[src/hdl/imuvi_pkg.sv]
package imuvi_pkg;

  // Fixed field widths
  localparam int SAMPLE_W = 16;
  localparam int VEL_W    = 32;
  localparam int MEAN_W   = SAMPLE_W + 1;
  localparam int ADB_W    = 15;
  localparam int VDB_W    = 31;
  localparam int CFG_W    = 31;
  localparam int AXES     = 3;

  // Register reset values (0.07 and 0.3 in units of 2^-12)
  localparam logic [ADB_W-1:0] ADB_RESET = 15'd287;
  localparam logic [VDB_W-1:0] VDB_RESET = 31'd1229;

  typedef enum logic [2:0] {
    REG_CAL_X = 3'd0,
    REG_CAL_Y = 3'd1,
    REG_CAL_Z = 3'd2,
    REG_ADB   = 3'd3,
    REG_VDB   = 3'd4
  } cfg_reg_t;

  typedef enum logic [2:0] {
    S_IDLE,
    S_PREP,
    S_UPD,
    S_DIV_START,
    S_DIV_WAIT,
    S_ADD,
    S_SUB,
    S_DONE
  } state_t;

endpackage

[src/hdl/imuvi_ram.sv]
module imuvi_ram #(
  parameter int DATA_W = 48,
  parameter int DEPTH  = 16,
  localparam int ADDR_W = (DEPTH > 1) ? $clog2(DEPTH) : 1
) (
  input  logic              clk,
  input  logic              we,
  input  logic [ADDR_W-1:0] waddr,
  input  logic [DATA_W-1:0] wdata,
  input  logic [ADDR_W-1:0] raddr,
  output logic [DATA_W-1:0] rdata
);

  logic [DATA_W-1:0] mem [DEPTH];

  // Write port and registered read port
  always_ff @(posedge clk) begin
    if (we) begin
      mem[waddr] <= wdata;
    end
    rdata <= mem[raddr];
  end

endmodule

[src/hdl/imuvi_div.sv]
module imuvi_div #(
  parameter int DVD_W = 20,
  parameter int DVS_W = 5
) (
  input  logic                    clk,
  input  logic                    rst,
  input  logic                    start,
  input  logic signed [DVD_W-1:0] dividend,
  input  logic [DVS_W-1:0]        divisor,
  output logic                    done,
  output logic signed [DVD_W-1:0] quotient
);

  localparam int CNT_W = $clog2(DVD_W + 1);

  logic [DVS_W-1:0] rem;
  logic [DVD_W-1:0] quo;
  logic [DVS_W-1:0] dvs;
  logic             neg;
  logic [CNT_W-1:0] cnt;
  logic [DVS_W:0]   trial;
  logic             fits;

  // One restoring step: shift in the next dividend bit and try the subtract
  always_comb begin
    trial = {rem, quo[DVD_W-1]};
    fits  = trial >= {1'b0, dvs};
  end

  // Control: step counter and done pulse
  always_ff @(posedge clk) begin
    if (rst) begin
      cnt  <= '0;
      done <= 1'b0;
    end else if (start) begin
      cnt  <= CNT_W'(DVD_W);
      done <= 1'b0;
    end else begin
      done <= (cnt == CNT_W'(1));
      if (cnt != '0) begin
        cnt <= cnt - CNT_W'(1);
      end
    end
  end

  // Datapath: remainder and quotient shift register
  always_ff @(posedge clk) begin
    if (start) begin
      rem <= '0;
      quo <= dividend[DVD_W-1] ? DVD_W'(-dividend) : DVD_W'(dividend);
      dvs <= divisor;
      neg <= dividend[DVD_W-1];
    end else if (cnt != '0) begin
      rem <= fits ? DVS_W'(trial - {1'b0, dvs}) : trial[DVS_W-1:0];
      quo <= {quo[DVD_W-2:0], fits};
    end
  end

  // Truncate toward zero: magnitude quotient takes the dividend's sign
  assign quotient = neg ? -$signed(quo) : $signed(quo);

endmodule

[src/hdl/imu_velocity_integrator_unit.sv]
// Three-axis trapezoidal velocity integrator. Each input beat carries one
// accelerometer sample (Q3.12); each output beat carries the updated velocity
// of all three axes (Q19.12, saturating). The time a sample takes is set by
// the single bit-serial divider that forms the window mean, one quotient bit
// per cycle, shared by the three axes in turn. The input is not ready while
// a sample is in work; the next sample is taken while the last result still
// waits on the output. The sample window lives in a RAM and needs no clearing
// after reset.
module imu_velocity_integrator_unit
  import imuvi_pkg::*;
#(
  parameter int WINDOW_DEPTH = 16
) (
  input  logic                       clk,
  input  logic                       rst,
  input  logic                       cfg_we,
  input  logic [2:0]                 cfg_index,
  input  logic [CFG_W-1:0]           cfg_data,
  input  logic                       in_valid,
  output logic                       in_ready,
  input  logic signed [SAMPLE_W-1:0] accel_x,
  input  logic signed [SAMPLE_W-1:0] accel_y,
  input  logic signed [SAMPLE_W-1:0] accel_z,
  output logic                       out_valid,
  input  logic                       out_ready,
  output logic signed [VEL_W-1:0]    vel_x,
  output logic signed [VEL_W-1:0]    vel_y,
  output logic signed [VEL_W-1:0]    vel_z
);

  localparam int PTR_W = (WINDOW_DEPTH > 1) ? $clog2(WINDOW_DEPTH) : 1;
  localparam int CNT_W = $clog2(WINDOW_DEPTH + 1);
  localparam int SUM_W = SAMPLE_W + PTR_W;
  localparam int WIN_W = SAMPLE_W * AXES;

  // Configuration registers
  logic signed [SAMPLE_W-1:0] cal [AXES];
  logic [ADB_W-1:0]           adb;
  logic [VDB_W-1:0]           vdb;

  // Sequencer and working state
  state_t                     state, state_next;
  logic [1:0]                 ax;
  logic signed [SAMPLE_W-1:0] raw [AXES];
  logic signed [SAMPLE_W-1:0] acc [AXES];
  logic signed [SAMPLE_W-1:0] acc_next [AXES];
  logic signed [SAMPLE_W-1:0] prev [AXES];
  logic signed [VEL_W-1:0]    vel [AXES];
  logic signed [SUM_W-1:0]    sums [AXES];
  logic [PTR_W-1:0]           wp;
  logic [CNT_W-1:0]           fill;
  logic                       full;
  logic signed [VEL_W-1:0]    v1;
  logic signed [MEAN_W-1:0]   mean;

  // Window RAM
  logic                       ram_we;
  logic [WIN_W-1:0]           ram_wdata;
  logic [WIN_W-1:0]           ram_rdata;

  // Divider
  logic                       div_start;
  logic                       div_done;
  logic signed [SUM_W-1:0]    div_q;

  // Shared per-axis arithmetic
  logic signed [SAMPLE_W:0]   trap_sum;
  logic signed [SAMPLE_W-1:0] trap;
  logic signed [VEL_W:0]      add_wide;
  logic signed [VEL_W-1:0]    add_sat;
  logic [VEL_W-1:0]           v1_mag;
  logic signed [VEL_W:0]      sub_wide;
  logic signed [VEL_W-1:0]    sub_sat;
  logic signed [VEL_W-1:0]    v2;

  logic                       out_free;

  assign full     = (fill == CNT_W'(WINDOW_DEPTH));
  assign out_free = !out_valid || out_ready;

  // Configuration writes
  always_ff @(posedge clk) begin
    if (rst) begin
      for (int i = 0; i < AXES; i++) begin
        cal[i] <= '0;
      end
      adb <= ADB_RESET;
      vdb <= VDB_RESET;
    end else if (cfg_we) begin
      unique case (cfg_reg_t'(cfg_index))
        REG_CAL_X: cal[0] <= cfg_data[SAMPLE_W-1:0];
        REG_CAL_Y: cal[1] <= cfg_data[SAMPLE_W-1:0];
        REG_CAL_Z: cal[2] <= cfg_data[SAMPLE_W-1:0];
        REG_ADB:   adb    <= cfg_data[ADB_W-1:0];
        REG_VDB:   vdb    <= cfg_data[VDB_W-1:0];
        default: ;
      endcase
    end
  end

  // Calibrate, saturate and deadband each axis
  always_comb begin
    logic signed [SAMPLE_W:0] d;
    logic signed [SAMPLE_W-1:0] s;
    logic [SAMPLE_W-1:0] m;
    for (int i = 0; i < AXES; i++) begin
      d = (SAMPLE_W+1)'(raw[i]) - (SAMPLE_W+1)'(cal[i]);
      if (d[SAMPLE_W] != d[SAMPLE_W-1]) begin
        s = d[SAMPLE_W] ? {1'b1, {(SAMPLE_W-1){1'b0}}} : {1'b0, {(SAMPLE_W-1){1'b1}}};
      end else begin
        s = d[SAMPLE_W-1:0];
      end
      m = s[SAMPLE_W-1] ? SAMPLE_W'(-s) : SAMPLE_W'(s);
      acc_next[i] = (m < {1'b0, adb}) ? '0 : s;
    end
  end

  // Trapezoid and velocity update for the current axis
  always_comb begin
    trap_sum = (SAMPLE_W+1)'(acc[ax]) + (SAMPLE_W+1)'(prev[ax]);
    trap     = SAMPLE_W'((trap_sum + (SAMPLE_W+1)'(trap_sum[SAMPLE_W])) >>> 1);
    add_wide = (VEL_W+1)'(vel[ax]) + (VEL_W+1)'(trap);
    if (add_wide[VEL_W] != add_wide[VEL_W-1]) begin
      add_sat = add_wide[VEL_W] ? {1'b1, {(VEL_W-1){1'b0}}} : {1'b0, {(VEL_W-1){1'b1}}};
    end else begin
      add_sat = add_wide[VEL_W-1:0];
    end
    v1_mag   = v1[VEL_W-1] ? VEL_W'(-v1) : VEL_W'(v1);
    sub_wide = (VEL_W+1)'(v1) - (VEL_W+1)'(mean);
    if (sub_wide[VEL_W] != sub_wide[VEL_W-1]) begin
      sub_sat = sub_wide[VEL_W] ? {1'b1, {(VEL_W-1){1'b0}}} : {1'b0, {(VEL_W-1){1'b1}}};
    end else begin
      sub_sat = sub_wide[VEL_W-1:0];
    end
    v2 = (v1_mag < {1'b0, vdb}) ? '0 : sub_sat;
  end

  // Next state
  always_comb begin
    state_next = state;
    unique case (state)
      S_IDLE:      if (in_valid) state_next = S_PREP;
      S_PREP:      state_next = S_UPD;
      S_UPD:       state_next = S_DIV_START;
      S_DIV_START: state_next = S_DIV_WAIT;
      S_DIV_WAIT:  if (div_done) state_next = S_ADD;
      S_ADD:       state_next = S_SUB;
      S_SUB:       state_next = (ax == 2'd2) ? S_DONE : S_DIV_START;
      S_DONE:      if (out_free) state_next = S_IDLE;
      default:     state_next = S_IDLE;
    endcase
  end

  // Sequencer outputs
  always_comb begin
    in_ready  = (state == S_IDLE);
    ram_we    = (state == S_UPD);
    div_start = (state == S_DIV_START);
  end

  always_ff @(posedge clk) begin
    if (rst) begin
      state <= S_IDLE;
    end else begin
      state <= state_next;
    end
  end

  // Latch the sample beat
  always_ff @(posedge clk) begin
    if (in_valid && in_ready) begin
      raw[0] <= accel_x;
      raw[1] <= accel_y;
      raw[2] <= accel_z;
    end
  end

  // Window bookkeeping and per-axis velocity state
  always_ff @(posedge clk) begin
    if (rst) begin
      wp   <= '0;
      fill <= '0;
      ax   <= '0;
      for (int i = 0; i < AXES; i++) begin
        sums[i] <= '0;
        prev[i] <= '0;
        vel[i]  <= '0;
      end
    end else begin
      unique case (state)
        S_PREP: begin
          for (int i = 0; i < AXES; i++) begin
            acc[i] <= acc_next[i];
          end
          // Still accel on every axis: drop the velocities
          if (acc_next[0] == '0 && acc_next[1] == '0 && acc_next[2] == '0) begin
            for (int i = 0; i < AXES; i++) begin
              vel[i] <= '0;
            end
          end
          ax <= '0;
        end
        S_UPD: begin
          for (int i = 0; i < AXES; i++) begin
            sums[i] <= sums[i] + SUM_W'(acc[i])
                       - (full ? SUM_W'($signed(ram_rdata[i*SAMPLE_W +: SAMPLE_W])) : '0);
          end
          wp <= (wp == PTR_W'(WINDOW_DEPTH - 1)) ? '0 : wp + PTR_W'(1);
          if (!full) begin
            fill <= fill + CNT_W'(1);
          end
        end
        S_DIV_WAIT: begin
          if (div_done) begin
            mean <= div_q[MEAN_W-1:0];
          end
        end
        S_ADD: begin
          v1 <= add_sat;
        end
        S_SUB: begin
          vel[ax]  <= v2;
          prev[ax] <= acc[ax];
          ax       <= ax + 2'd1;
        end
        default: ;
      endcase
    end
  end

  // Output register
  always_ff @(posedge clk) begin
    if (rst) begin
      out_valid <= 1'b0;
    end else if (state == S_DONE && out_free) begin
      out_valid <= 1'b1;
    end else if (out_ready) begin
      out_valid <= 1'b0;
    end
  end

  always_ff @(posedge clk) begin
    if (state == S_DONE && out_free) begin
      vel_x <= vel[0];
      vel_y <= vel[1];
      vel_z <= vel[2];
    end
  end

  assign ram_wdata = {acc[2], acc[1], acc[0]};

  imuvi_ram #(
    .DATA_W(WIN_W),
    .DEPTH (WINDOW_DEPTH)
  ) u_window (
    .clk  (clk),
    .we   (ram_we),
    .waddr(wp),
    .wdata(ram_wdata),
    .raddr(wp),
    .rdata(ram_rdata)
  );

  imuvi_div #(
    .DVD_W(SUM_W),
    .DVS_W(CNT_W)
  ) u_div (
    .clk     (clk),
    .rst     (rst),
    .start   (div_start),
    .dividend(sums[ax]),
    .divisor (fill),
    .done    (div_done),
    .quotient(div_q)
  );

endmodule

[config.mk]
export PLATFORM = sky130hd
export DESIGN_NAME = imu_velocity_integrator_unit
export DESIGN_NICKNAME = d
export VERILOG_FILES = /design/src/hdl/imuvi_pkg.sv /design/src/hdl/imuvi_ram.sv /design/src/hdl/imuvi_div.sv /design/src/hdl/imu_velocity_integrator_unit.sv
export SDC_FILE = /design/constraint.sdc
export NUM_CORES = 2
export LEC_CHECK = 0
export ABC_CLOCK_PERIOD_IN_PS = 13300
export BUFFER_PORTS_ARGS = -buffer_cell sky130_fd_sc_hd__buf_2
export CAP_MARGIN = 20
export CORE_MARGIN = 4
export CORE_UTILIZATION = 55
export CTS_CLUSTER_DIAMETER = 100
export DETAILED_ROUTE_END_ITERATION = 8
export PLACE_DENSITY_LB_ADDON = 0.05
export SLEW_MARGIN = 20
export SYNTH_ARGS = -nofsm -noshare
export SYNTH_HDL_FRONTEND = slang
export SYNTH_SLANG_ARGS = --single-unit
[constraint.sdc]
create_clock -name clk -period 13.3 [get_ports clk]
set_clock_uncertainty 0.15 [all_clocks]
set_input_delay 1.33 -clock clk [delete_from_list [all_inputs] [get_ports clk]]
set_output_delay 1.33 -clock clk [all_outputs]
set_load 0.05 [all_outputs]
Word level (Yosys, flattened, before mapping)
Memories as Yosys holds them, arrays and structs flattened. A register that Yosys moved wholly into a read port is not among the register bits.
Index checks and enable logic that the tools add are counted.
{"block": "classes", "add_sub_neg": 24, "order_cmp": 5, "eq_ne": 23, "n_mux": 90, "bitwise": 11, "reduce_logical": 24}
{"operator": "$mux 32", "count": 10}
{"operator": "$mux 16", "count": 16}
{"operator": "$mux 20", "count": 9}
{"operator": "$add 20x20->20", "count": 3}
{"operator": "$sub 20x20->20", "count": 3}
{"operator": "$sub 16x16->17", "count": 3}
{"operator": "$logic_not 16->1", "count": 3}
{"operator": "$lt 16x15->1", "count": 3}
{"operator": "$neg 16->16", "count": 3}
{"operator": "$mux 1", "count": 34}
{"operator": "$add 32x16->33", "count": 1}
{"operator": "$sub 32x17->33", "count": 1}
{"operator": "$lt 32x31->1", "count": 1}
{"operator": "$neg 32->32", "count": 1}
{"operator": "$reduce_or 32->1", "count": 1}
{"operator": "$pmux 3 s8", "count": 1}
{"operator": "$mux 2", "count": 10}
{"operator": "$neg 20->20", "count": 1}
{"operator": "$add 16x16->17", "count": 1}
{"operator": "$add 17x1->17", "count": 1}
{"operator": "$mux 17", "count": 1}
{"operator": "$neg 17->17", "count": 1}
{"operator": "$reduce_or 16->1", "count": 1}
{"operator": "$eq 3x3->1 const B", "count": 5}
{"operator": "30 further kinds", "count": 63}
{"block": "totals", "reg_bits": 147, "ramBits": 1116, "n_memories": 7}
{"memory": "u_window.mem", "depth": 16, "width": 48, "read_ports": 1, "rd_ports_with_merged_regs": 1, "write_ports": 1, "line_no": "imuvi_ram.sv:14", "rtl": "logic [DATA_W-1:0] mem [DEPTH];"}
{"memory": "vel", "depth": 3, "width": 32, "read_ports": 4, "rd_ports_with_merged_regs": 4, "write_ports": 3, "line_no": "imu_velocity_integrator_unit.sv:48", "rtl": "logic signed [VEL_W-1:0] vel [AXES];"}
{"memory": "sums", "depth": 3, "width": 20, "read_ports": 4, "rd_ports_with_merged_regs": 1, "write_ports": 3, "line_no": "imu_velocity_integrator_unit.sv:49", "rtl": "logic signed [SUM_W-1:0] sums [AXES];"}
{"memory": "acc", "depth": 3, "width": 16, "read_ports": 4, "rd_ports_with_merged_regs": 1, "write_ports": 3, "line_no": "imu_velocity_integrator_unit.sv:45", "rtl": "logic signed [SAMPLE_W-1:0] acc [AXES];"}
{"memory": "cal", "depth": 3, "width": 16, "read_ports": 3, "rd_ports_with_merged_regs": 0, "write_ports": 3, "line_no": "imu_velocity_integrator_unit.sv:37", "rtl": "logic signed [SAMPLE_W-1:0] cal [AXES];"}
{"memory": "prev", "depth": 3, "width": 16, "read_ports": 1, "rd_ports_with_merged_regs": 1, "write_ports": 3, "line_no": "imu_velocity_integrator_unit.sv:47", "rtl": "logic signed [SAMPLE_W-1:0] prev [AXES];"}
{"memory": "+1 memories"}

Depth between registers and ports, before layout
An unclocked memory read counts as a cell.
{"block": "logic_depth", "word_depth": 17, "mapped_depth": 40}

Modules after synthesis
From an unflattened synthesis, not the netlist that was laid out.
{"block": "unflattened", "cells_unflattened": 5298, "area_unflattened_um2": 70913.0}
{"mod": "imu_velocity_integrator_unit", "n_inst": 1, "cells_each": 3759, "area_each_um2": 38516.9, "seq_area_each_um2": 17506.8}
{"mod": "imuvi_ram", "n_inst": 1, "cells_each": 1242, "area_each_um2": 29691.0, "seq_area_each_um2": 24023.0}
{"mod": "imuvi_div", "n_inst": 1, "cells_each": 297, "area_each_um2": 2705.1, "seq_area_each_um2": 1001.0}

Worst setup path before layout
Ideal clock, no wire load.
{"block": "synth_timing", "path_type": "register to register", "startpoint": "register (tool-made name)", "endpoint": "register v1[18] (data pin)", "arrival_ns": 9.433, "t_required_ns": 12.878, "setup_slack_ns": 3.445, "path_stages_with_launch": 34, "period_less_slack_ns": 9.855, "cell_sequence": "dfxtp_1 -> buf_1 -> clkbuf_1 -> clkbuf_1 -> buf_1 -> mux4_2 -> ha_1 -> inv_1 -> fa_1 -> nor2b_1 -> o21ai_0 -> a21boi_0 -> o31a_1 -> o2111ai_1 -> nand4_1 -> and2_1 -> a21oi_1 -> ha_1 -> nand3_1 -> nor3_1 -> or4b_1 -> nor3_1 -> xor2_1 -> ha_1 -> and2_1 -> a2111o_1 -> a21oi_1 -> a21oi_1 -> and3_1 -> a221oi_1 -> o211ai_1 -> nor2_1 -> clkbuf_1 -> o21ai_0"}
{"item": "end signal: assignment", "line_no": "imu_velocity_integrator_unit.sv:219", "rtl": "v1 <= add_sat;"}
{"item": "end: declaration", "line_no": "imu_velocity_integrator_unit.sv:53", "rtl": "logic signed [VEL_W-1:0] v1;"}

==> summary.txt <==
Setup path
  • CP required: 13.63 ns
  • Reg2reg end: v1[3]
  • Crit. End Element: flop
  • Max stage delay cell, worst path: nor2_1
  • Slowest stage delay, CP: 0.80 ns
  • Arrival time at the worst endpoint: about 10 ns
  • Worst setup SP type: flop
  • Critical path type: flop to flop
  • CP Max Fanout: 28
  • FF-to-FF setup slack: 3.24 ns
  • R2R cell count: 31
  • Most used cell, CP: a21oi_1

CTS
  • Clock Sinks: 1,457
  • Root buf cell: clkbuf_16
  • Clock Latency Late Sink: 0.80 ns
  • Resized Gates After CTS: 0
  • CTS clk-pin slew, worst paths: 0.06 ns
  • Setup bufs post-CTS: 0
  • Max Root-Sink Buffers: 3
  • CTS tree: yes
  • H-tree Lvls: 4
  • CTS Hold Bufs: 0
  • Num CTS Buffers: 154

Job
  • Max-cap violation count: 0

Cells and area
  • Final nets: 5,773
  • Layout cells sized above 1: around 16%
  • Design area: 0.07840 mm²
  • Final Util: 62.11%
  • Filler instances: 9,641
  • Synth-to-Final Area Change: 11.57%

Route
  • Met2 WL post-DR: 82,830 µm
  • Vias/cell: 5.962
  • DR iter-0 viols: 3,875
  • Routed via count: 42,433
  • Mean routed wirelength per cell: ~25 µm
  • Max layer used: met5
  • Initial DRT Pass Iterations: 6
  • Antenna-violating nets left: 0
  • Wl on met1: 74,920 µm
  • DRC: 0
  • Drt total wl: 175,600 µm
  • Metal3 WL: around 13,000 µm

Yosys
  • Top post-synthesis cells by area: edfxtp_1 57%, mux4_2 9.2%, ha_1 5.1%, dfxtp_1 3.5%, nor2_1 2.4%
  • Post-Synthesis Cell Area: 0.07026 mm²
  • Number of flops mapped to enable cells by yosys: 1,335
  • Mapped Cells: just over 5,000
  • Post-synth ARST share: 0%
  • Yosys top cell by area: edfxtp_1
  • Post-synth top flop: edfxtp_1
  • Net count after synthesis: 5,550
  • Distinct cells, synth: 89
  • Register area share after synthesis: approximately three fifths
  • Synth Area per Inst: 13.74 µm²
  • Synth Register Bits: 1,457
  • Share of Yosys cell area claimed by the top area cell type: a little under three fifths
  • Commonest cells post-synth: 1,335 x edfxtp_1, 444 x nor2_1, 424 x inv_1, 316 x a21oi_1, 288 x mux4_2
  • Yosys Warn Count: 0
  • Count leader, synth: edfxtp_1

Hold path
  • Hold EP: vel_x[9]
  • Hold depth: 0
  • Hold Crit Class: flop to flop
  • Hold_sp: vel[0][9]

STA
  • Setup TNS: 0 ns
  • Slew Limit Fails: 0
  • Period utilization: 75.64%
  • Maximum clock rate: 99.40 MHz
  • Final Hold Viols: 0
  • Relative slew slack: about 26%
  • Final setup viols: 0
  • Worst slew pin tran: about 1.1 ns
  • Minimum clock period: 10.06 ns
  • RSZ-0062 raised after global routing: no

Placed design
  • DP Area: approximately 0.073 mm²
  • Port bufs: 184
  • Placer's final routability congestion estimate: 0.8843
  • Hpwl dp: 117,500 µm

Global routing
  • Congestion Overflow GR: 0
  • Vias in the first global route: 41,586
  • Total track usage: roughly a quarter
  • First-pass GRT wire length: 262,100 µm
  • Largest net degree at the start of global routing: 101
  • Initial antenna violation count: 12

Power and ir drop
  • Lkg Pwr: 28.21 nW
  • VDD IR-drop max: 0.1483 mV
  • Total chip power: 11.75 mW
  • PD cells: 149.8 mW/mm²

Die
  • Row count: 130
  • Die width: 365.4 µm
  • Die ar.: 0.1335 mm²
  • Initial core utilization: 55.67%
  • I/O pins: 185
  • Die H: 365.4 µm
  • Core area: 0.1262 mm²

Outcome
  • Status: finished clean
==> layout make-up <==
type                            count  area, µm²  area share, %
Antenna cell                        3      7.507       0.009576
Clock buffer                      203       4149          5.292
Clock inverter                     79      963.4          1.229
Inverter                          424       1592          2.030
Multi-Input combinational cell   3049      25590          32.65
Sequential cell                  1457      42550          54.28
Tap cell                         1650       2064          2.633
Timing Repair Buffer              252       1473          1.878
==> worst max-delay path: cells and delay by family, from the launching register on <==
family | cells | cell delay, ns
AND/OR/NAND/NOR | 11 | 3.04
buffers and inverters | 3 | 0.74
AO/OA/AOI/OAI | 12 | 3.44
adder cells (fa/ha/maj) | 3 | 0.93
flip-flops | 1 | 0.70
XOR/XNOR | 1 | 0.17
multiplexers | 1 | 0.51
==> metal layers <==
| metal | global-route usage (%) | vias up |
|---|---|---|
| met1 | 37.51 | 21291 |
| met3 | 5.451 | 254 |
| li1 | - | 19505 |
| met5 | 0 | - |
| met4 | 8.322 | 8 |
| met2 | 42.06 | 1375 |
==> cell families (layout without fill, tap and decap cells) <==
group                    Yosys count  count (layout)  synth area share, %
AO/OA/AOI/OAI                    856             856                7.550
XOR/XNOR                         254             254                3.166
adder cells (fa/ha/maj)          369             369                7.180
buffers and inverters            609             958                3.314
flip-flops                      1457            1457                60.53
multiplexers                     333             333                9.877
other                              0               3                    0
AND/OR/NAND/NOR                 1237            1237                8.384
==> power breakdown <==
part	leakage [nW]	total, mW	internal [mW]	switching [mW]
Clock	2.46	4.33	2.49	1.83
Sequential	13.4	5.42	5.25	0.170
Combinational	12.4	1.99	0.771	1.22
==> sequential cells by signal, indices dropped and copies added (netlist names), 48 cells and up, named ones only <==
signal	cells
prev	64
raw	48
u_window.rdata	48
u_window.mem	768
vel	128
acc	48
sums	60
cal	48
==> stage by stage <==
step / hold slack, ns / setup slack [ns] / std cells
2_1_floorplan: 0.2707 / 3.445 / 5115
4_1_cts: 0.2866 / 3.203 / 7112
6_report: 0.2927 / 3.240 / 7117
3_5_place_dp: 0.2809 / 3.202 / 6830
3_3_place_gp: 0.2762 / 3.310 / 6829
5_1_grt: 0.2994 / 2.512 / 7114
==> cell usage in the layout (no fill, tap or decap), types with 22 or more instances in the layout <==
master	instances
a21oi_1	316
and3_1	27
edfxtp_1	1335
nand2_1	283
fa_1	64
a21o_1	66
buf_2	184
ha_1	284
mux4_2	288
clkbuf_16	155
o21a_1	44
and2_1	78
nand3b_1	22
o211ai_1	22
dfxtp_1	116
xor2_1	94
nand3_1	60
clkbuf_1	39
mux2i_1	42
a211oi_1	30
xnor2_1	158
nor2b_1	39
nand2b_1	58
o21ai_0	187
buf_4	64
inv_1	424
nor3_1	78
or3_1	27
o31ai_1	26
nor2_1	431
==> worst max path at each step <==
stage	end	slack [ns]	depth (start not counted)
after floorplan	v1[18]	3.44	33
after global placement	v1[3]	3.31	29
after detailed placement	v1[3]	3.20	31
after CTS	v1[3]	3.20	31
after global routing	v1[3]	2.51	31
final	v1[3]	3.24	31
Power figures use the tool's default switching activity.
